<file path="config.mk">
export PLATFORM = sky130hd
export DESIGN_NAME = afs_datapath
export DESIGN_NICKNAME = d
export VERILOG_FILES = /design/src/afs_pkg.sv /design/src/afs_datapath.sv
export SDC_FILE = /design/constraint.sdc
export NUM_CORES = 2
export LEC_CHECK = 0
export ABC_AREA = 1
export BUFFER_PORTS_ARGS = -buffer_cell sky130_fd_sc_hd__buf_4
export CAP_MARGIN = 20
export CELL_PAD_IN_SITES_DETAIL_PLACEMENT = 1
export CELL_PAD_IN_SITES_GLOBAL_PLACEMENT = 2
export CORE_ASPECT_RATIO = 1.2
export CORE_MARGIN = 2
export CORE_UTILIZATION = 35
export DETAILED_ROUTE_END_ITERATION = 8
export GPL_TIMING_DRIVEN = 0
export PLACE_DENSITY = 0.88
export SLEW_MARGIN = 10
export SYNTH_ARGS = -nofsm -noshare
export SYNTH_HDL_FRONTEND = slang
export SYNTH_SLANG_ARGS = --single-unit
</file>
<file path="constraint.sdc">
create_clock -name clk -period 10.53 [get_ports clk]
set_input_delay 1.053 -clock clk [delete_from_list [all_inputs] [get_ports clk]]
set_output_delay 1.053 -clock clk [all_outputs]
set_load 0.03 [all_outputs]
</file>
<file path="src/afs_pkg.sv">
// types, constants and helpers shared by the adaptive frame sampler
`timescale 1ns / 1ps
package afs_pkg;

    localparam int CFG_IDX_W = 3;
    localparam logic [CFG_IDX_W-1:0] CFG_WINDOW = 3'd0;
    localparam logic [CFG_IDX_W-1:0] CFG_TARGET = 3'd1;
    localparam logic [CFG_IDX_W-1:0] CFG_ALPHA  = 3'd2;
    localparam logic [CFG_IDX_W-1:0] CFG_PERIOD = 3'd3;
    localparam logic [CFG_IDX_W-1:0] CFG_SEED   = 3'd4;

    localparam logic [31:0] RST_WINDOW = 32'd2000000;
    localparam logic [15:0] RST_TARGET = 16'd100;
    localparam logic [16:0] RST_ALPHA  = 17'd9830;
    localparam logic [19:0] RST_PERIOD = 20'd16667;

    localparam logic [63:0] PCG_MUL = 64'd6364136223846793005;
    localparam logic [63:0] PCG_INC = 64'd109;

    localparam int AVG_W     = 36;
    localparam int ACC_W     = 80;
    localparam int DIV_W     = 48;
    localparam int DEN_W     = 36;
    localparam int REM_W     = DEN_W + 1;
    localparam int DIV_STEPS = DIV_W / 2;
    localparam int DIV_CNT_W = 5;

    localparam logic [16:0]      ONE_Q16    = 17'd65536;
    localparam logic [ACC_W-1:0] EMA_ROUND  = 80'd32768;
    localparam logic [31:0]      MIN_TLEFT  = 32'd1000;
    localparam logic [19:0]      MIN_DT     = 20'd10;
    localparam logic [DIV_W-1:0] FPS_NUM    = 48'd65536000000;

    typedef enum logic [3:0] {
        ST_IDLE, ST_PREP, ST_EMA_NEW, ST_EMA_LO, ST_EMA_HI, ST_EMA_WR,
        ST_RNG_LL, ST_RNG_LH, ST_RNG_HL, ST_RNG_WR, ST_FL_DIV,
        ST_CMP_LO, ST_CMP_HI, ST_CMP_EVAL, ST_FPS_DIV, ST_FINISH
    } afs_state_t;

    typedef enum logic [2:0] {
        MAC_EMA_NEW, MAC_EMA_LO, MAC_EMA_HI, MAC_RNG_LL,
        MAC_RNG_LH, MAC_RNG_HL, MAC_CMP_LO, MAC_CMP_HI
    } afs_mac_sel_t;

    typedef struct packed {
        logic         capture;
        logic         prep;
        logic         mac_en;
        afs_mac_sel_t mac_sel;
        logic         avg_write;
        logic         rng_draw;
        logic         rng_write;
        logic         seed_done;
        logic         div_fl_load;
        logic         div_fps_load;
        logic         div_step;
        logic         cmp_eval;
        logic         take;
        logic         out_load;
    } afs_cmd_t;

    typedef struct packed {
        logic op;
        logic done;
        logic avg_zero;
        logic cmp_less;
        logic div_last;
        logic seed_pending;
        logic out_free;
    } afs_status_t;

    // pcg32 output permutation (xorshift high, random rotate)
    function automatic logic [31:0] pcg_output(input logic [63:0] old);
        logic [63:0] t;
        logic [31:0] x;
        logic [4:0]  rot;
        logic [63:0] dbl;
        t   = (old >> 18) ^ old;
        x   = t[58:27];
        rot = old[63:59];
        dbl = {x, x} >> rot;
        return dbl[31:0];
    endfunction

endpackage

</file>
<file path="src/afs_datapath.sv">
// state, configuration, shared multiply-accumulate and serial divider
`timescale 1ns / 1ps
module afs_datapath
    import afs_pkg::*;
(
    input  logic                 clk,
    input  logic                 rst_n,
    input  logic                 cfg_we,
    input  logic [CFG_IDX_W-1:0] cfg_index,
    input  logic [63:0]          cfg_wdata,
    input  logic                 op,
    input  logic [19:0]          frame_dt_us,
    input  logic [47:0]          now_us,
    input  logic [63:0]          frame_number,
    input  logic                 out_ready,
    output logic                 out_valid,
    output logic                 taken,
    output logic                 window_done,
    output logic [31:0]          elapsed_us,
    output logic [32:0]          fps_q16,
    output logic [15:0]          taken_count,
    output logic [63:0]          first_frame,
    output logic [63:0]          last_frame,
    input  afs_cmd_t             cmd,
    output afs_status_t          status
);

    // configuration
    logic [31:0]      window_reg;
    logic [15:0]      target_reg;
    logic [16:0]      alpha_reg;
    logic             seed_pending_reg;

    // block state
    logic             started_reg;
    logic [47:0]      start_time_reg;
    logic [63:0]      start_frame_reg;
    logic [63:0]      end_frame_reg;
    logic [AVG_W-1:0] avg_reg;
    logic [15:0]      count_reg;
    logic [63:0]      rng_reg;

    // per-request working registers
    logic             op_reg;
    logic [19:0]      dt_reg;
    logic [47:0]      now_reg;
    logic [63:0]      frame_reg;
    logic [47:0]      elapsed_reg;
    logic             done_reg;
    logic             taken_reg;
    logic [31:0]      rnd_reg;
    logic [ACC_W-1:0] acc_reg;
    logic [DIV_W-1:0] div_num_reg;
    logic [REM_W-1:0] div_rem_reg;
    logic [DEN_W-1:0] div_den_reg;
    logic [DIV_CNT_W-1:0] div_cnt_reg;

    // result register
    logic             out_valid_reg;
    logic             out_taken_reg;
    logic             out_done_reg;
    logic [31:0]      out_elapsed_reg;
    logic [32:0]      out_fps_reg;
    logic [15:0]      out_count_reg;
    logic [63:0]      out_first_reg;
    logic [63:0]      out_last_reg;

    logic [16:0]      alpha_c;
    logic [16:0]      alpha_inv;
    logic [47:0]      eff_start;
    logic [47:0]      elapsed_full;
    logic [31:0]      tleft_raw;
    logic [31:0]      tleft;
    logic [15:0]      remaining;
    logic [19:0]      sdt;
    logic [DIV_W-1:0] frames_left;
    logic [31:0]      mul_a;
    logic [31:0]      mul_b;
    logic [63:0]      prod;
    logic [5:0]       mac_sh;
    logic             mac_first;
    logic [ACC_W-1:0] acc_base;
    logic [ACC_W-1:0] acc_next;
    logic [AVG_W-1:0] avg_next;
    logic [63:0]      rng_next;
    logic [DIV_W-1:0] num_next;
    logic [REM_W-1:0] rem_next;
    logic [REM_W-1:0] trial;

    assign alpha_c   = (alpha_reg > ONE_Q16) ? ONE_Q16 : alpha_reg;
    assign alpha_inv = ONE_Q16 - alpha_c;

    // a time earlier than the window start counts as no time gone by
    assign eff_start    = started_reg ? start_time_reg : now_reg;
    assign elapsed_full = (now_reg >= eff_start) ? (now_reg - eff_start) : 48'd0;

    assign tleft_raw   = window_reg - elapsed_reg[31:0];
    assign tleft       = (tleft_raw < MIN_TLEFT) ? MIN_TLEFT : tleft_raw;
    assign remaining   = (target_reg > count_reg) ? (target_reg - count_reg) : 16'd0;
    assign sdt         = (dt_reg < MIN_DT) ? MIN_DT : dt_reg;
    assign frames_left = (div_num_reg == '0) ? DIV_W'(1) : div_num_reg;

    always_comb
    begin
        mul_a     = '0;
        mul_b     = '0;
        mac_sh    = 6'd0;
        mac_first = 1'b0;
        unique case (cmd.mac_sel)
            MAC_EMA_NEW:
            begin
                mul_a     = 32'(alpha_c);
                mul_b     = 32'(dt_reg);
                mac_sh    = 6'd16;
                mac_first = 1'b1;
            end
            MAC_EMA_LO:
            begin
                mul_a = 32'(alpha_inv);
                mul_b = avg_reg[31:0];
            end
            MAC_EMA_HI:
            begin
                mul_a  = 32'(alpha_inv);
                mul_b  = 32'(avg_reg[AVG_W-1:32]);
                mac_sh = 6'd32;
            end
            MAC_RNG_LL:
            begin
                mul_a     = rng_reg[31:0];
                mul_b     = PCG_MUL[31:0];
                mac_first = 1'b1;
            end
            MAC_RNG_LH:
            begin
                mul_a  = rng_reg[31:0];
                mul_b  = PCG_MUL[63:32];
                mac_sh = 6'd32;
            end
            MAC_RNG_HL:
            begin
                mul_a  = rng_reg[63:32];
                mul_b  = PCG_MUL[31:0];
                mac_sh = 6'd32;
            end
            MAC_CMP_LO:
            begin
                mul_a     = rnd_reg;
                mul_b     = frames_left[31:0];
                mac_first = 1'b1;
            end
            MAC_CMP_HI:
            begin
                mul_a  = rnd_reg;
                mul_b  = 32'(frames_left[DIV_W-1:32]);
                mac_sh = 6'd32;
            end
            default:
            begin
                mul_a = '0;
            end
        endcase
    end

    assign prod     = 64'(mul_a) * 64'(mul_b);
    assign acc_base = mac_first ? ((cmd.mac_sel == MAC_EMA_NEW) ? EMA_ROUND : '0) : acc_reg;
    assign acc_next = acc_base + (ACC_W'(prod) << mac_sh);
    assign avg_next = acc_reg[AVG_W+15:16];
    assign rng_next = acc_reg[63:0] + PCG_INC;

    // two restoring division steps per cycle
    always_comb
    begin
        num_next = div_num_reg;
        rem_next = div_rem_reg;
        trial    = '0;
        for (int i = 0; i < 2; i++)
        begin
            trial    = {rem_next[REM_W-2:0], num_next[DIV_W-1]};
            num_next = {num_next[DIV_W-2:0], 1'b0};
            if (trial >= {1'b0, div_den_reg})
            begin
                rem_next    = trial - {1'b0, div_den_reg};
                num_next[0] = 1'b1;
            end
            else
            begin
                rem_next = trial;
            end
        end
    end

    always_ff @(posedge clk or negedge rst_n)
    begin
        if (!rst_n)
        begin
            window_reg       <= RST_WINDOW;
            target_reg       <= RST_TARGET;
            alpha_reg        <= RST_ALPHA;
            seed_pending_reg <= 1'b1;
            started_reg      <= 1'b0;
            start_time_reg   <= '0;
            start_frame_reg  <= '0;
            end_frame_reg    <= '0;
            avg_reg          <= {RST_PERIOD, 16'd0};
            count_reg        <= '0;
            rng_reg          <= PCG_INC;
            out_valid_reg    <= 1'b0;
        end
        else
        begin
            if (cfg_we)
            begin
                unique case (cfg_index)
                    CFG_WINDOW: window_reg <= cfg_wdata[31:0];
                    CFG_TARGET: target_reg <= cfg_wdata[15:0];
                    CFG_ALPHA:  alpha_reg  <= cfg_wdata[16:0];
                    CFG_PERIOD: avg_reg    <= {cfg_wdata[19:0], 16'd0};
                    CFG_SEED:
                    begin
                        // reseed: state = (seed + inc) then one advance
                        rng_reg          <= cfg_wdata + PCG_INC;
                        seed_pending_reg <= 1'b1;
                    end
                    default: ;
                endcase
            end
            if (cmd.seed_done)
            begin
                seed_pending_reg <= 1'b0;
            end
            if (cmd.prep)
            begin
                if (op_reg)
                begin
                    started_reg     <= 1'b1;
                    start_time_reg  <= now_reg;
                    start_frame_reg <= '0;
                    end_frame_reg   <= '0;
                    count_reg       <= '0;
                end
                else if (!started_reg)
                begin
                    started_reg     <= 1'b1;
                    start_time_reg  <= now_reg;
                    start_frame_reg <= frame_reg;
                end
            end
            if (cmd.avg_write)
            begin
                avg_reg <= avg_next;
            end
            if (cmd.rng_write)
            begin
                rng_reg <= rng_next;
            end
            if (cmd.take)
            begin
                end_frame_reg <= frame_reg;
                count_reg     <= count_reg + 16'd1;
                if (start_frame_reg == '0)
                begin
                    start_frame_reg <= frame_reg;
                end
            end
            if (cmd.out_load)
            begin
                out_valid_reg <= 1'b1;
            end
            else if (out_ready)
            begin
                out_valid_reg <= 1'b0;
            end
        end
    end

    always_ff @(posedge clk)
    begin
        if (cmd.capture)
        begin
            op_reg    <= op;
            dt_reg    <= frame_dt_us;
            now_reg   <= now_us;
            frame_reg <= frame_number;
            taken_reg <= 1'b0;
        end
        if (cmd.prep)
        begin
            if (op_reg)
            begin
                elapsed_reg <= '0;
                done_reg    <= (window_reg == '0);
            end
            else
            begin
                elapsed_reg <= elapsed_full;
                done_reg    <= (elapsed_full >= 48'(window_reg));
            end
        end
        if (cmd.mac_en)
        begin
            acc_reg <= acc_next;
        end
        if (cmd.rng_draw)
        begin
            rnd_reg <= pcg_output(rng_reg);
        end
        if (cmd.cmp_eval)
        begin
            taken_reg <= status.cmp_less;
        end
        if (cmd.div_fl_load)
        begin
            div_num_reg <= {tleft, 16'd0};
            div_den_reg <= avg_reg;
            div_rem_reg <= '0;
            div_cnt_reg <= '0;
        end
        else if (cmd.div_fps_load)
        begin
            div_num_reg <= FPS_NUM + DIV_W'(sdt >> 1);
            div_den_reg <= DEN_W'(sdt);
            div_rem_reg <= '0;
            div_cnt_reg <= '0;
        end
        else if (cmd.div_step)
        begin
            div_num_reg <= num_next;
            div_rem_reg <= rem_next;
            div_cnt_reg <= div_cnt_reg + 1'b1;
        end
        if (cmd.out_load)
        begin
            out_taken_reg   <= taken_reg;
            out_done_reg    <= done_reg;
            out_elapsed_reg <= (elapsed_reg[47:32] != '0) ? '1 : elapsed_reg[31:0];
            out_fps_reg     <= taken_reg ? div_num_reg[32:0] : '0;
            out_count_reg   <= count_reg;
            out_first_reg   <= start_frame_reg;
            out_last_reg    <= end_frame_reg;
        end
    end

    assign status.op           = op_reg;
    assign status.done         = done_reg;
    assign status.avg_zero     = (avg_reg == '0);
    assign status.cmp_less     = (acc_reg < ACC_W'({remaining, 32'd0}));
    assign status.div_last     = (div_cnt_reg == DIV_CNT_W'(DIV_STEPS - 1));
    assign status.seed_pending = seed_pending_reg;
    assign status.out_free     = !out_valid_reg || out_ready;

    assign out_valid   = out_valid_reg;
    assign taken       = out_taken_reg;
    assign window_done = out_done_reg;
    assign elapsed_us  = out_elapsed_reg;
    assign fps_q16     = out_fps_reg;
    assign taken_count = out_count_reg;
    assign first_frame = out_first_reg;
    assign last_frame  = out_last_reg;

endmodule

</file>
==> flow_metrics.env <==
export IMPL_clock_insertion_delay_worst_skew_ns=0.81
export IMPL_die_area_mm2=0.2848
export IMPL_worstSetupEndpointType="flip-flop"
export IMPL_clock_fmax_ghz=0.08521
export IMPL_htree_num_levels=3
export IMPL_synth_ff_latch_count=991
export IMPL_numCtsBuffers=112
export IMPL_cp_slowest_cell="fa_1"
export IMPL_effective_utilization_at_floorplan=0.3508
export IMPL_cts_root_buf="clkbuf_16"
export IMPL_grt_overflow=0
export IMPL_setup_viol_count_final=56
export IMPL_hold_path_class="in2async"
export IMPL_final_min_clock_period_ns=11.74
export IMPL_netlist_cell_type_count=73
export IMPL_layout_drive_gt1_share=0.1935
export IMPL_final_antenna_net_count=0
export IMPL_arrival_time_reported_for_the_critical_path_endpoint_ns=12.30
export IMPL_grt_max_degree=92
export IMPL_die_h_um=584.2
export IMPL_first_pass_iters=5
export IMPL_crit_type="reg2reg"
export IMPL_netlist_instances=12770
export IMPL_routedWlPerCell_um=27.77
export IMPL_timing_worst_slew_pin_value_ns=1.188
export IMPL_min_period_over_period=1.115
export IMPL_clkSinkCount=991
export IMPL_die_width_um=487.5
export IMPL_yosys_warnings=0
export IMPL_drc=0
export IMPL_postSynth_topFlopCell="edfxtp_1"
export IMPL_vias_in_the_first_global_route=100100
export IMPL_area_growth_synth_to_final_pct=24.86
export IMPL_leading_cell_type_in_the_layout_fill_and_taps_excluded="nand2_1"
export IMPL_critical_path_peak_fanout=6
export IMPL_synth_async_sr_flop_share=0.3633
export IMPL_drt_iter0_markers=7169
export IMPL_timing_slew_headroom=0.2031
export IMPL_detailedPlace_worstSlack_ns=-4.096
export IMPL_netlist_area_mm2=0.09817
export IMPL_avgSynthCellArea_um2=7.688
export IMPL_grt_first_pass_wirelength_mm=684.4
export IMPL_cts_clk_slew_worst_paths_ns=0.06
export IMPL_core_area_mm2=0.2798
export IMPL_cp_required_ns=11.10
export IMPL_synth_edf_count=574
export IMPL_rows=213
export IMPL_buffers_from_clock_root_to_sink_at_most=3
export IMPL_max_cap_viol_count=0
export IMPL_cp_slowest_stage_delay_ns=0.60
export IMPL_port_buffers=434
export IMPL_grt_antenna_before_repair=29
export IMPL_dr_total_vias=95420
export IMPL_critical_path_top_cell_by_count="fa_1"
export IMPL_tritoncts="yes"
export IMPL_post_drt_via_cell_ratio=5.444
export IMPL_layout_common_cells="nand2_1, inv_1, nor2_1"
export IMPL_report_final_hold_viol_count=0
export IMPL_totalWireLength_mm=486.8
export IMPL_final_critical_path_setup_slack_ns=-1.206
export IMPL_finalWeightedCongestion=1.049
export IMPL_violations="setup timing"
export IMPL_timing_final_max_slew_violations=0
export IMPL_synth_seq_area_share=0.2793
export IMPL_rsz0062_at_grt="true"
export IMPL_critical_path_startpoint_type="flip-flop"
export IMPL_largest_register_ff_count=80
export IMPL_mappedNetlistNets=14450
export IMPL_post_dp_hpwl_mm=393.3
export IMPL_design_portCount=439
export IMPL_fin_skew_ns=0.1103
export IMPL_layout_nets=15440
export IMPL_outcome="finished, violations left"
export IMPL_grt_util_all_layers=0.3288
## final timing paths
| path | from | to | slack, ns | depth (start not counted) |
|---|---|---|---|---|
| setup / recovery | alpha_reg[4] | acc_reg[69] | -1.21 | 55 |
| hold / removal | rst_n | start_time_reg[44] | 0.15 | 1 |
| setup reg to reg | alpha_reg[4] | acc_reg[69] | -1.21 | 55 |
| hold reg to reg | end_frame_reg[61] | last_frame[61] | 0.39 | 0 |
| max in group asynchronous | rst_n | end_frame_reg[24] | 8.62 | 4 |
| min in group clk | cmd[6] | seed_pending_reg | 0.36 | 2 |
## metrics by stage
stage	std cells	utilization	hold slack [ns]	instance area, um2	TNS [ns]
2_1_floorplan	12770	-	0.4244	98170	0
3_3_place_gp	16860	0.3788	0.4265	106000	-264.00
3_5_place_dp	16890	0.3812	0.4338	106700	-222.24
4_1_cts	17380	0.4258	0.1188	119200	-13.93
5_1_grt	17520	0.4380	0.1597	122600	-52.86
6_report	17530	0.4380	0.1504	122600	-37.04
## cell usage after synthesis, types with 59 or more instances
library cell	instances	area (um2)
a211oi_1	66	495.5
a21oi_1	492	2462
a31oi_1	59	369.1
buf_2	115	575.6
clkbuf_1	250	938.4
dfrtp_1	331	8283
edfxtp_1	574	17240
fa_1	902	18060
ha_1	560	7007
inv_1	2551	9575
nand2_1	2913	10930
nand3_1	483	2417
nand4_1	132	825.8
nor2_1	1397	5244
nor3_1	112	560.5
nor4_1	68	425.4
o21ai_0	772	3864
xnor2_1	105	919.6
xor2_1	171	1498
## worst max-delay path: cells and delay by family, from the launching register on
kind	cells	cell delay (ns)
flops	1	0.40
buf+inv	13	1.37
xor+xnor	2	0.40
compound gates	3	0.74
fa+ha+maj	11	5.14
simple gates	26	3.47
## kinds of logic after synthesis
group | count (synthesis) | synth area share
and+or+nand+nor | 5223 | 0.2167
muxes | 28 | 0.002855
DFF | 991 | 0.2793
buffers and inverters | 3003 | 0.1173
adders and majority gates | 1462 | 0.2553
AOI/OAI and AO/OA | 1786 | 0.1039
xor gates and xnor gates | 276 | 0.02462
## per-layer routing
| metal | GRT usage | share of wire | up-vias | wire (um) |
|---|---|---|---|---|
| li1 | - | - | 42120 | - |
| met5 | 0 | 0.00018 | - | 89 |
| met1 | 0.3930 | 0.38 | 47950 | 184600 |
| met4 | 0.2275 | 0.090 | 14 | 43940 |
| met2 | 0.5397 | 0.46 | 3932 | 222900 |
| met3 | 0.05537 | 0.073 | 1402 | 35300 |
## area by class of cell
class | instances | area (um2)
fillers | 33660 | 157300
multi-input cells | 8775 | 67130
flip-flops and latches | 991 | 27430
inverters | 2585 | 9743
repair buffers | 876 | 7426
well taps | 3655 | 4573
clock buffers | 142 | 3146
plain buffers | 417 | 2241
clock inverters | 72 | 850.8
diodes | 15 | 37.54
## what timing repair did
action	4_1_cts	5_1_grt
resized for setup	1580	569
setup buffers	274	133
pin swaps	393	253
hold buffers	0	0
endpoints found under the setup margin	70	68
gates cloned	5	0
Power is not shown: default switching activity piles up to over one toggle a cycle in this logic, so the estimate is an artifact.
