### src/afs_pkg.sv
// types, constants and helpers shared by the adaptive frame sampler
`timescale 1ns / 1ps
package afs_pkg;

    localparam int CFG_IDX_W = 3;
    localparam logic [CFG_IDX_W-1:0] CFG_WINDOW = 3'd0;
    localparam logic [CFG_IDX_W-1:0] CFG_TARGET = 3'd1;
    localparam logic [CFG_IDX_W-1:0] CFG_ALPHA  = 3'd2;
    localparam logic [CFG_IDX_W-1:0] CFG_PERIOD = 3'd3;
    localparam logic [CFG_IDX_W-1:0] CFG_SEED   = 3'd4;

    localparam logic [31:0] RST_WINDOW = 32'd2000000;
    localparam logic [15:0] RST_TARGET = 16'd100;
    localparam logic [16:0] RST_ALPHA  = 17'd9830;
    localparam logic [19:0] RST_PERIOD = 20'd16667;

    localparam logic [63:0] PCG_MUL = 64'd6364136223846793005;
    localparam logic [63:0] PCG_INC = 64'd109;

    localparam int AVG_W     = 36;
    localparam int ACC_W     = 80;
    localparam int DIV_W     = 48;
    localparam int DEN_W     = 36;
    localparam int REM_W     = DEN_W + 1;
    localparam int DIV_STEPS = DIV_W / 2;
    localparam int DIV_CNT_W = 5;

    localparam logic [16:0]      ONE_Q16    = 17'd65536;
    localparam logic [ACC_W-1:0] EMA_ROUND  = 80'd32768;
    localparam logic [31:0]      MIN_TLEFT  = 32'd1000;
    localparam logic [19:0]      MIN_DT     = 20'd10;
    localparam logic [DIV_W-1:0] FPS_NUM    = 48'd65536000000;

    typedef enum logic [3:0] {
        ST_IDLE, ST_PREP, ST_EMA_NEW, ST_EMA_LO, ST_EMA_HI, ST_EMA_WR,
        ST_RNG_LL, ST_RNG_LH, ST_RNG_HL, ST_RNG_WR, ST_FL_DIV,
        ST_CMP_LO, ST_CMP_HI, ST_CMP_EVAL, ST_FPS_DIV, ST_FINISH
    } afs_state_t;

    typedef enum logic [2:0] {
        MAC_EMA_NEW, MAC_EMA_LO, MAC_EMA_HI, MAC_RNG_LL,
        MAC_RNG_LH, MAC_RNG_HL, MAC_CMP_LO, MAC_CMP_HI
    } afs_mac_sel_t;

    typedef struct packed {
        logic         capture;
        logic         prep;
        logic         mac_en;
        afs_mac_sel_t mac_sel;
        logic         avg_write;
        logic         rng_draw;
        logic         rng_write;
        logic         seed_done;
        logic         div_fl_load;
        logic         div_fps_load;
        logic         div_step;
        logic         cmp_eval;
        logic         take;
        logic         out_load;
    } afs_cmd_t;

    typedef struct packed {
        logic op;
        logic done;
        logic avg_zero;
        logic cmp_less;
        logic div_last;
        logic seed_pending;
        logic out_free;
    } afs_status_t;

    // pcg32 output permutation (xorshift high, random rotate)
    function automatic logic [31:0] pcg_output(input logic [63:0] old);
        logic [63:0] t;
        logic [31:0] x;
        logic [4:0]  rot;
        logic [63:0] dbl;
        t   = (old >> 18) ^ old;
        x   = t[58:27];
        rot = old[63:59];
        dbl = {x, x} >> rot;
        return dbl[31:0];
    endfunction

endpackage

### src/afs_ctrl.sv
// sequencer for the adaptive frame sampler
`timescale 1ns / 1ps
module afs_ctrl
    import afs_pkg::*;
(
    input  logic        clk,
    input  logic        rst_n,
    input  logic        in_valid,
    output logic        in_ready,
    input  afs_status_t status,
    output afs_cmd_t    cmd
);

    afs_state_t state_reg;
    afs_state_t state_next;

    always_ff @(posedge clk or negedge rst_n)
    begin
        if (!rst_n)
        begin
            state_reg <= ST_IDLE;
        end
        else
        begin
            state_reg <= state_next;
        end
    end

    always_comb
    begin
        state_next  = state_reg;
        cmd         = '0;
        cmd.mac_sel = MAC_EMA_NEW;
        in_ready    = 1'b0;
        unique case (state_reg)
            ST_IDLE:
            begin
                if (status.seed_pending)
                begin
                    state_next = ST_RNG_LL;
                end
                else
                begin
                    in_ready = 1'b1;
                    if (in_valid)
                    begin
                        cmd.capture = 1'b1;
                        state_next  = ST_PREP;
                    end
                end
            end
            ST_PREP:
            begin
                cmd.prep   = 1'b1;
                state_next = status.op ? ST_FINISH : ST_EMA_NEW;
            end
            ST_EMA_NEW:
            begin
                cmd.mac_en  = 1'b1;
                cmd.mac_sel = MAC_EMA_NEW;
                state_next  = ST_EMA_LO;
            end
            ST_EMA_LO:
            begin
                cmd.mac_en  = 1'b1;
                cmd.mac_sel = MAC_EMA_LO;
                state_next  = ST_EMA_HI;
            end
            ST_EMA_HI:
            begin
                cmd.mac_en  = 1'b1;
                cmd.mac_sel = MAC_EMA_HI;
                state_next  = ST_EMA_WR;
            end
            ST_EMA_WR:
            begin
                cmd.avg_write = 1'b1;
                state_next    = status.done ? ST_FINISH : ST_RNG_LL;
            end
            ST_RNG_LL:
            begin
                cmd.mac_en   = 1'b1;
                cmd.mac_sel  = MAC_RNG_LL;
                cmd.rng_draw = !status.seed_pending;
                state_next   = ST_RNG_LH;
            end
            ST_RNG_LH:
            begin
                cmd.mac_en  = 1'b1;
                cmd.mac_sel = MAC_RNG_LH;
                state_next  = ST_RNG_HL;
            end
            ST_RNG_HL:
            begin
                cmd.mac_en  = 1'b1;
                cmd.mac_sel = MAC_RNG_HL;
                state_next  = ST_RNG_WR;
            end
            ST_RNG_WR:
            begin
                cmd.rng_write = 1'b1;
                if (status.seed_pending)
                begin
                    cmd.seed_done = 1'b1;
                    state_next    = ST_IDLE;
                end
                else if (status.avg_zero)
                begin
                    state_next = ST_FINISH;
                end
                else
                begin
                    cmd.div_fl_load = 1'b1;
                    state_next      = ST_FL_DIV;
                end
            end
            ST_FL_DIV:
            begin
                cmd.div_step = 1'b1;
                if (status.div_last)
                begin
                    state_next = ST_CMP_LO;
                end
            end
            ST_CMP_LO:
            begin
                cmd.mac_en  = 1'b1;
                cmd.mac_sel = MAC_CMP_LO;
                state_next  = ST_CMP_HI;
            end
            ST_CMP_HI:
            begin
                cmd.mac_en  = 1'b1;
                cmd.mac_sel = MAC_CMP_HI;
                state_next  = ST_CMP_EVAL;
            end
            ST_CMP_EVAL:
            begin
                cmd.cmp_eval = 1'b1;
                if (status.cmp_less)
                begin
                    cmd.take         = 1'b1;
                    cmd.div_fps_load = 1'b1;
                    state_next       = ST_FPS_DIV;
                end
                else
                begin
                    state_next = ST_FINISH;
                end
            end
            ST_FPS_DIV:
            begin
                cmd.div_step = 1'b1;
                if (status.div_last)
                begin
                    state_next = ST_FINISH;
                end
            end
            ST_FINISH:
            begin
                if (status.out_free)
                begin
                    cmd.out_load = 1'b1;
                    state_next   = ST_IDLE;
                end
            end
            default:
            begin
                state_next = ST_IDLE;
            end
        endcase
    end

endmodule

### config.mk
export PLATFORM = sky130hd
export DESIGN_NAME = afs_ctrl
export DESIGN_NICKNAME = d
export VERILOG_FILES = /design/src/afs_pkg.sv /design/src/afs_ctrl.sv
export SDC_FILE = /design/constraint.sdc
export NUM_CORES = 1
export LEC_CHECK = 0
export ABC_AREA = 1
export BUFFER_PORTS_ARGS = -buffer_cell sky130_fd_sc_hd__buf_2
export CAP_MARGIN = 10
export CORE_AREA = 5 5 42 44
export CTS_BUF_LIST = sky130_fd_sc_hd__clkbuf_4
export CTS_CLUSTER_SIZE = 8
export DETAILED_ROUTE_END_ITERATION = 8
export DIE_AREA = 0 0 47 49
export GPL_TIMING_DRIVEN = 0
export PLACE_DENSITY_LB_ADDON = 0.1
export SYNTH_ARGS = -nofsm -noshare
export SYNTH_HDL_FRONTEND = slang
export SYNTH_SLANG_ARGS = --single-unit
### constraint.sdc
create_clock -name clk -period 1.3 [get_ports clk]
set_input_delay 0.195 -clock clk [delete_from_list [all_inputs] [get_ports clk]]
set_output_delay 0.195 -clock clk [all_outputs]
set_load 0.1 [all_outputs]
==> results of run 1 <==
critical path, stage by stage, from the launching register on:
cell and delay, ns:
dfrtp_1 0.34, buf_6 0.14, inv_4 0.05, nor2_4 0.14, inv_4 0.07, nor2_4 0.15, nand2_2 0.11, nor2_4 0.13
buf_12 0.18
synth_stat cells (all sizes together):
master	instances	area share
nand4	1	0.012
nor2	18	0.20
nor3	5	0.048
nand2	27	0.21
nand3	11	0.12
buf	2	0.029
nand3b	1	0.014
o211ai	1	0.014
a21oi	1	0.0096
dfrtp	4	0.19
o21ai	3	0.029
inv	17	0.12
cell families (layout without fill, tap and decap cells):
| group | after synthesis | count (layout) | share of synthesized area |
|---|---|---|---|
| buffers and inverters | 19 | 69 | 0.1511 |
| and+or+nand+nor | 63 | 63 | 0.6043 |
| DFF | 4 | 4 | 0.1919 |
| AOI/OAI and AO/OA | 5 | 5 | 0.05275 |
final timing paths:
kind                                   start            to  slack [ns]
worst max-delay path            state_reg[3]        cmd[5]       -0.44
worst min-delay path                   rst_n  state_reg[1]        0.28
worst max register to register  state_reg[0]  state_reg[0]       -0.21
worst min register to register  state_reg[2]  state_reg[2]        0.69
max in group asynchronous              rst_n  state_reg[0]        0.89
min in group clk                    in_valid  state_reg[3]        0.42
cell usage in the layout, fill, tap and decap left out, drive strengths merged:
cell,instances
dfrtp,4
nor3,5
dlygate4sd3,1
clkinvlp,1
o21ai,3
clkbuf,4
nand3,11
nand4,1
nand3b,1
o211ai,1
inv,16
a21oi,1
buf,47
nand2,27
nor2,18
per-stage QoR:
step / hold WS [ns] / TNS, ns
finish: 0.2784 / -6.313
detailed placement: 0.0008036 / -4.991
global route: 0.2908 / -7.485
CTS: 0.2864 / -5.095
floorplan: -0.1006 / -8.796
global placement: 0.0008879 / -4.809
per-layer routing:
| metal | global-route usage | vias up | wire length [µm] |
|---|---|---|---|
| met3 | 0.03321 | 18 | 210 |
| met4 | 0.06912 | 0 | 138 |
| met5 | 0 | - | 0 |
| met2 | 0.3326 | 58 | 1497 |
| met1 | 0.2129 | 431 | 1007 |
| li1 | - | 383 | - |
layout make-up:
cell class,count,area [µm²]
inverter,17,72.57
buffer,2,18.77
timing repair buffer,46,531.8
tap,16,20.02
fill,47,83.83
sequential,4,103.9
clock buffer,4,30.03
multi-input combinational,68,540.5
repair_timing:
| action | in CTS | in global routing |
|---|---|---|
| pin swaps | 7 | 7 |
| buffers inserted | 6 | 13 |
| endpoints found under the hold margin | 4 | 0 |
| hold buffers | 1 | 0 |
| endpoints found under the setup margin | 21 | 21 |
| resized for setup | 73 | 14 |
==> impl_metrics.py, run 1 <==
metrics = {
    "placement": {
        "dpl.hpwl_mm": 1.322,
        "placedInstanceArea_um2": 799.5,
        "place_ws_ns": -0.4405,
        "port_buffers": 26,
        "routabilityCongestion": 0.8586,
        "placed_cells": 133,
    },
    "clock_network": {
        "cts.htree.levels": 1,
        "clk_latency_ns": 0.24,
        "clockBufferDepth": 2,
        "numCtsBuffers": 3,
        "clkSlewWorstSetupHoldPaths_ns": 0.04,
        "cts_tree": "built",
        "cts_root_buf": "clkbuf_4",
        "cts_sinks": 4,
    },
    "worst_setup_path": {
        "r2r_cells": 9,
        "critical_path_required_ns": 1.11,
        "start_kind": "flop",
        "worstSetupPathType": "reg2out",
        "arrival_ns": 1.55,
        "critPathMaxFanout": 6,
        "end_kind": "output pin",
    },
    "synthesis": {
        "synth.distinct_cells": 18,
        "syn-mean-instance-area_um2": 5.734,
        "yosysSeqAreaShare": 0.1918,
        "ys_ff_latch": 4,
        "synthCells": 91,
        "synth_area_um2": 521.8,
        "ys_warn_count": 0,
        "syn_nets": 101,
    },
    "run_status": {
        "status": "complete, but fails checks",
        "violations": "negative setup slack",
    },
    "detailed_routing": {
        "vias": 890,
        "drt_iter0_markers": 23,
        "drtAntennaViolNets": 0,
        "vias_per_cell": 5.669,
        "first_pass_iters": 4,
        "routed_wl_mm": 2.853,
        "wl_per_cell_um": 18.17,
        "drc_errors": 0,
    },
    "final_layout": {
        "largest_reg_flops": 4,
        "finalInstanceArea_um2": 1318,
        "nets": 152,
        "drive_gt1_frac": 0.7092,
        "area_growth_pct": 152.5,
        "diodes": 0,
        "fin_cells": 157,
        "final_util": 0.9402,
    },
    "timing": {
        "finalCritPeriodShare": 1.339,
        "min_period_ns": 1.741,
        "grt_setup_unrepaired": "true",
        "fin_skew_ns": 0.006057,
        "max_freq_ghz": 0.5743,
        "setup_slack_ns": -0.4413,
        "setup_violations": 21,
        "relSlewSlack": 0.8490,
        "final_max_slew_viol_count": 0,
        "worst_slew_pin_slew_ns": 0.2266,
        "timing_hold_violations_final": 0,
    },
    "global_route": {
        "grt_max_degree": 9,
        "gr-usage-all-layers": 0.1886,
        "antenna_found_initial": 0,
        "grt_pass1_vias": 812,
        "grt_first_pass_wirelength_mm": 3.256,
        "grt_overflow_total": 0,
    },
    "floorplanning": {
        "num_rows": 14,
        "die_h_um": 49,
        "ios": 27,
        "die_area_um2": 2303,
        "die_x_um": 47,
        "core_area_um2": 1401,
        "initial_utilization": 0.3723,
    },
    "job": {
        "drv_cap": 0,
    },
    "worst_hold_path": {
        "hp-class": "in2async",
    },
}
Power of run 1 is not shown: default switching activity piles up to over one toggle a cycle in this logic, so the estimate is an artifact.
==> run 2: changes to the inputs <==
- clock period: 1.3 -> 1.67 ns (I/O delays scaled with it)
==> run 2 against run 1 <==
Critical endpoint is now cmd[13]. Via count shrank 21%. Setup slack better by 0.38 ns. Design area shrank 18%. The run still ends with negative setup slack left. Clock-buffer cell count shrank 1. Clock skew down 0.0044 ns. Cell count is 9.6% lower. Critical path depth grew 2. Worst hold slack better by 0.078 ns. Non-clock buffer count fell by 14. Largest cell class is now multi-input combinational cells.
==> impl_metrics.py, run 2 (synthesis results as in run 1) <==
metrics = {
    "final_layout": {
        "nets": 138,
        "largest_reg_flops": 4,
        "diodes": 0,
        "drive_gt1_frac": 0.6508,
        "area_growth_pct": 107.2,
        "final_common_cell": "nand2_1",
        "mostFrequentLayoutCells": "14 x nand2_1, 11 x nor2_4, 10 x buf_4",
        "nFillCells": 102,
        "finalInstanceArea_um2": 1081,
        "final_util": 0.7714,
    },
    "clock_network": {
        "cts_tree": "built",
        "cts.htree.levels": 1,
        "clk_latency_ns": 0.23,
        "clkSlewWorstSetupHoldPaths_ns": 0.04,
        "cts_root_buf": "clkbuf_4",
        "numCtsBuffers": 3,
        "cts_sinks": 4,
        "clockBufferDepth": 2,
    },
    "global_route": {
        "grt_first_pass_wirelength_mm": 2.628,
        "grt_max_degree": 7,
        "gr-usage-all-layers": 0.1524,
        "grt_pass1_vias": 647,
        "antenna_found_initial": 0,
        "grt_overflow_total": 0,
    },
    "floorplanning": {
        "die_area_um2": 2303,
        "core_area_um2": 1401,
        "initial_utilization": 0.3723,
        "ios": 27,
        "die_h_um": 49,
        "num_rows": 14,
        "die_x_um": 47,
    },
    "timing": {
        "min_period_ns": 1.735,
        "finalCritPeriodShare": 1.039,
        "worst_slew_pin_slew_ns": 0.2802,
        "final_max_slew_viol_count": 0,
        "fin_skew_ns": 0.001702,
        "setup_violations": 3,
        "timing_hold_violations_final": 0,
        "max_freq_ghz": 0.5763,
        "tns_ns": -0.1438,
        "relSlewSlack": 0.8147,
        "setup_slack_ns": -0.06519,
        "grt_setup_unrepaired": "true",
    },
    "worst_setup_path": {
        "arrival_ns": 1.48,
        "cpMostUsedCell": "inv_4",
        "max_stage_delay_ns": 0.36,
        "critPathMaxFanout": 6,
        "cp_slowest_cell": "dfrtp_1",
        "end_kind": "output pin",
        "r2r_setup_slack_ns": 0.29,
        "crit_chain": "buf_6 > inv_4 > nor2_4 > inv_4 > nor2_2 > inv_2 > nand3_4 > a21oi_4 > nand2_4 > buf_12",
        "worstSetupPathType": "reg2out",
        "critical_path_required_ns": 1.42,
        "r2r_cells": 8,
        "r2r_end": "state_reg[0]",
        "start_kind": "flop",
        "worstReg2RegStart": "state_reg[2]",
    },
    "placement": {
        "dpl.hpwl_mm": 1.235,
        "port_buffers": 26,
        "routabilityCongestion": 0.8364,
        "placedInstanceArea_um2": 772.0,
        "place_ws_ns": -0.1839,
    },
    "detailed_routing": {
        "drc_errors": 0,
        "drt_iter0_markers": 19,
        "drtAntennaViolNets": 0,
        "vias_per_cell": 4.930,
        "first_pass_iters": 4,
        "wl_per_cell_um": 12.27,
        "routed_wl_mm": 1.743,
        "vias": 700,
    },
    "run_status": {
        "status": "complete, but fails checks",
        "violations": "negative setup slack",
    },
    "job": {
        "drv_cap": 0,
    },
    "worst_hold_path": {
        "hp-class": "in2async",
    },
}
[run 2: changes by cell type in the layout (fill, tap and decap cells not counted), sizes merged]
cell      change
clkbuf        -1
clkinvlp      -1
inv           +1
buf          -14
[run 2: layout make-up]
| class | count | area (µm²) | area share |
|---|---|---|---|
| multi-input cells | 68 | 508.0 | 0.4699 |
| flip-flops and latches | 4 | 103.9 | 0.09606 |
| well taps | 16 | 20.02 | 0.01852 |
| inverters | 17 | 73.82 | 0.06829 |
| clock buffers | 3 | 22.52 | 0.02083 |
| plain buffers | 2 | 18.77 | 0.01736 |
| repair buffers | 32 | 334.1 | 0.3090 |
[run 2: critical path: cells and delay by family, from the launching register on]
family / cells / cell delay (ns)
flops: 1 / 0.36
compound gates: 1 / 0.14
simple gates: 4 / 0.22
buf+inv: 5 / 0.52
[run 2: through the flow]
step,std cells,hold slack (ns)
after floorplan,91,-0.04509
after global placement,133,0.05584
after detailed placement,133,0.05869
after CTS,141,0.3442
after global routing,142,0.3655
final,142,0.3560
[run 2: worst max path at each step]
stage,start,end,slack [ns],cells past startpoint
after floorplan,state_reg[1],cmd[10],-0.73,4
after CTS,state_reg[3],cmd[13],-0.11,10
final,state_reg[3],cmd[13],-0.07,10
after global routing,state_reg[3],cmd[13],-0.14,10
after global placement,state_reg[3],cmd[13],-0.17,10
after detailed placement,state_reg[1],cmd[5],-0.18,6
[run 2: repair_timing]
| action | in CTS | in global routing |
|---|---|---|
| setup buffers | 4 | 1 |
| hold buffers | 1 | 0 |
| endpoints found under the hold margin | 4 | 0 |
| setup endpoints to repair | 17 | 15 |
| resized for setup | 41 | 31 |
| pin swaps | 0 | 4 |
[run 2: metal layers]
layer	global-route usage	wire [µm]
met1	0.1836	722
met2	0.2511	896
met3	0.03690	111
met4	0.05530	11
met5	0	0
Power of run 2 is left out for the same reason.
==> run 3: changes to the inputs <==
- RECOVER_POWER: default -> 100
==> run 3 against run 2 <==
The flow still finishes with violations (negative setup slack). Global-route usage unchanged. Routed wire length unchanged. Sequential share of layout area about the same. Utilization down 0.089 points. Highest routed layer unchanged.
==> impl_metrics.py, run 3 (synthesis results as in run 1) <==
metrics = {
    "run_status": {
        "status": "complete, but fails checks",
        "violations": "negative setup slack",
    },
    "final_layout": {
        "mostFrequentLayoutCells": "14 x nand2_1, 11 x nor2_4, 10 x buf_4",
        "area.sequential_um2": 103.9,
        "multi_input_area_um2": 508.0,
        "diodes": 0,
        "nFillCells": 103,
        "final_util": 0.7705,
        "area_growth_pct": 107.0,
        "drive_gt1_frac": 0.6429,
        "nets": 138,
        "largest_reg_flops": 4,
        "final_common_cell": "nand2_1",
        "fin_cells": 142,
    },
    "floorplanning": {
        "num_rows": 14,
        "core_area_um2": 1401,
        "ios": 27,
        "die_h_um": 49,
        "die_x_um": 47,
        "die_area_um2": 2303,
        "initial_utilization": 0.3723,
    },
    "clock_network": {
        "clockBufferDepth": 2,
        "clk_latency_ns": 0.23,
        "cts_tree": "built",
        "numCtsBuffers": 3,
        "cts.htree.levels": 1,
        "cts_root_buf": "clkbuf_4",
        "cts_sinks": 4,
        "clkSlewWorstSetupHoldPaths_ns": 0.04,
    },
    "global_route": {
        "grt_pass1_vias": 647,
        "gr-usage-all-layers": 0.1524,
        "grt_first_pass_wirelength_mm": 2.628,
        "grt_max_degree": 7,
        "antenna_found_initial": 0,
        "grt_overflow_total": 0,
    },
    "worst_setup_path": {
        "arrival_ns": 1.48,
        "critPathMaxFanout": 6,
        "worstSetupPathType": "reg2out",
        "end_kind": "output pin",
        "critical_path_required_ns": 1.42,
        "start_kind": "flop",
    },
    "timing": {
        "max_freq_ghz": 0.5763,
        "final_max_slew_viol_count": 0,
        "setup_slack_ns": -0.06518,
        "setup_violations": 3,
        "fin_skew_ns": 0.001702,
        "whs_ns": 0.3824,
        "min_period_ns": 1.735,
        "timing_hold_violations_final": 0,
        "worst_slew_pin_slew_ns": 0.2802,
        "relSlewSlack": 0.8147,
        "tns_ns": -0.1432,
        "grt_setup_unrepaired": "true",
        "finalCritPeriodShare": 1.039,
    },
    "detailed_routing": {
        "vias": 701,
        "routed_wl_mm": 1.743,
        "drc_errors": 0,
        "drtAntennaViolNets": 0,
        "drt_iter0_markers": 19,
        "first_pass_iters": 4,
        "wl_per_cell_um": 12.27,
        "vias_per_cell": 4.937,
    },
    "job": {
        "drv_cap": 0,
    },
    "worst_hold_path": {
        "hp-class": "in2async",
    },
    "placement": {
        "routabilityCongestion": 0.8364,
        "port_buffers": 26,
        "dpl.hpwl_mm": 1.235,
        "placed_cells": 133,
    },
}
run 3: cell count changes in the layout (fill, tap and decap cells not counted), sizes merged:
| cell | previous run | this run |
|---|---|---|
| buf | 33 | 32 |
| clkbuf | 3 | 4 |
run 3: repair_timing:
item	CTS	global route
setup endpoints to repair	17	15
setup buffers	4	1
endpoints found under the hold margin	4	0
pin swaps	0	4
hold buffers	1	0
resized for setup	41	31
run 3: layer usage:
metal	vias to the layer above	GRT usage	share of wire
li1	357	-	-
met1	320	0.1836	0.42
met2	22	0.2511	0.51
met3	2	0.03690	0.064
met4	0	0.05530	0.0063
met5	-	0	0
run 3: critical path, cell delays in order (launching register included):
cell and delay [ns]:
dfrtp_1 0.36, buf_6 0.14, inv_4 0.06, nor2_4 0.03, inv_4 0.08, nor2_2 0.05, inv_2 0.08, nand3_4 0.08
a21oi_4 0.14, nand2_4 0.06, buf_12 0.16
run 3: worst paths after layout:
kind,startpoint,end,slack (ns),cells after the start
worst max-delay path,state_reg[3],cmd[13],-0.07,10
worst min-delay path,rst_n,state_reg[1],0.38,2
worst max register to register,state_reg[2],state_reg[0],0.29,8
worst min register to register,state_reg[2],state_reg[2],0.74,3
max in group asynchronous,rst_n,state_reg[2],1.09,2
min in group clk,status[2],state_reg[1],0.42,6
run 3: cell type report:
class                      instances  area share
multi-input combinational         68      0.4704
timing repair buffer              32      0.3082
sequential                         4     0.09618
inverter                          17     0.06837
clock buffer                       3     0.02086
tap                               16     0.01854
buffer                             2     0.01738
run 3: metrics by stage:
| step | area, µm² | worst slack, ns |
|---|---|---|
| 2_1_floorplan | 621.8 | -0.7293 |
| 3_3_place_gp | 772.0 | -0.1696 |
| 3_5_place_dp | 772.0 | -0.1839 |
| 4_1_cts | 965.9 | -0.1086 |
| 5_1_grt | 1080 | -0.1374 |
| 6_report | 1080 | -0.06518 |
Power of run 3 is left out for the same reason.
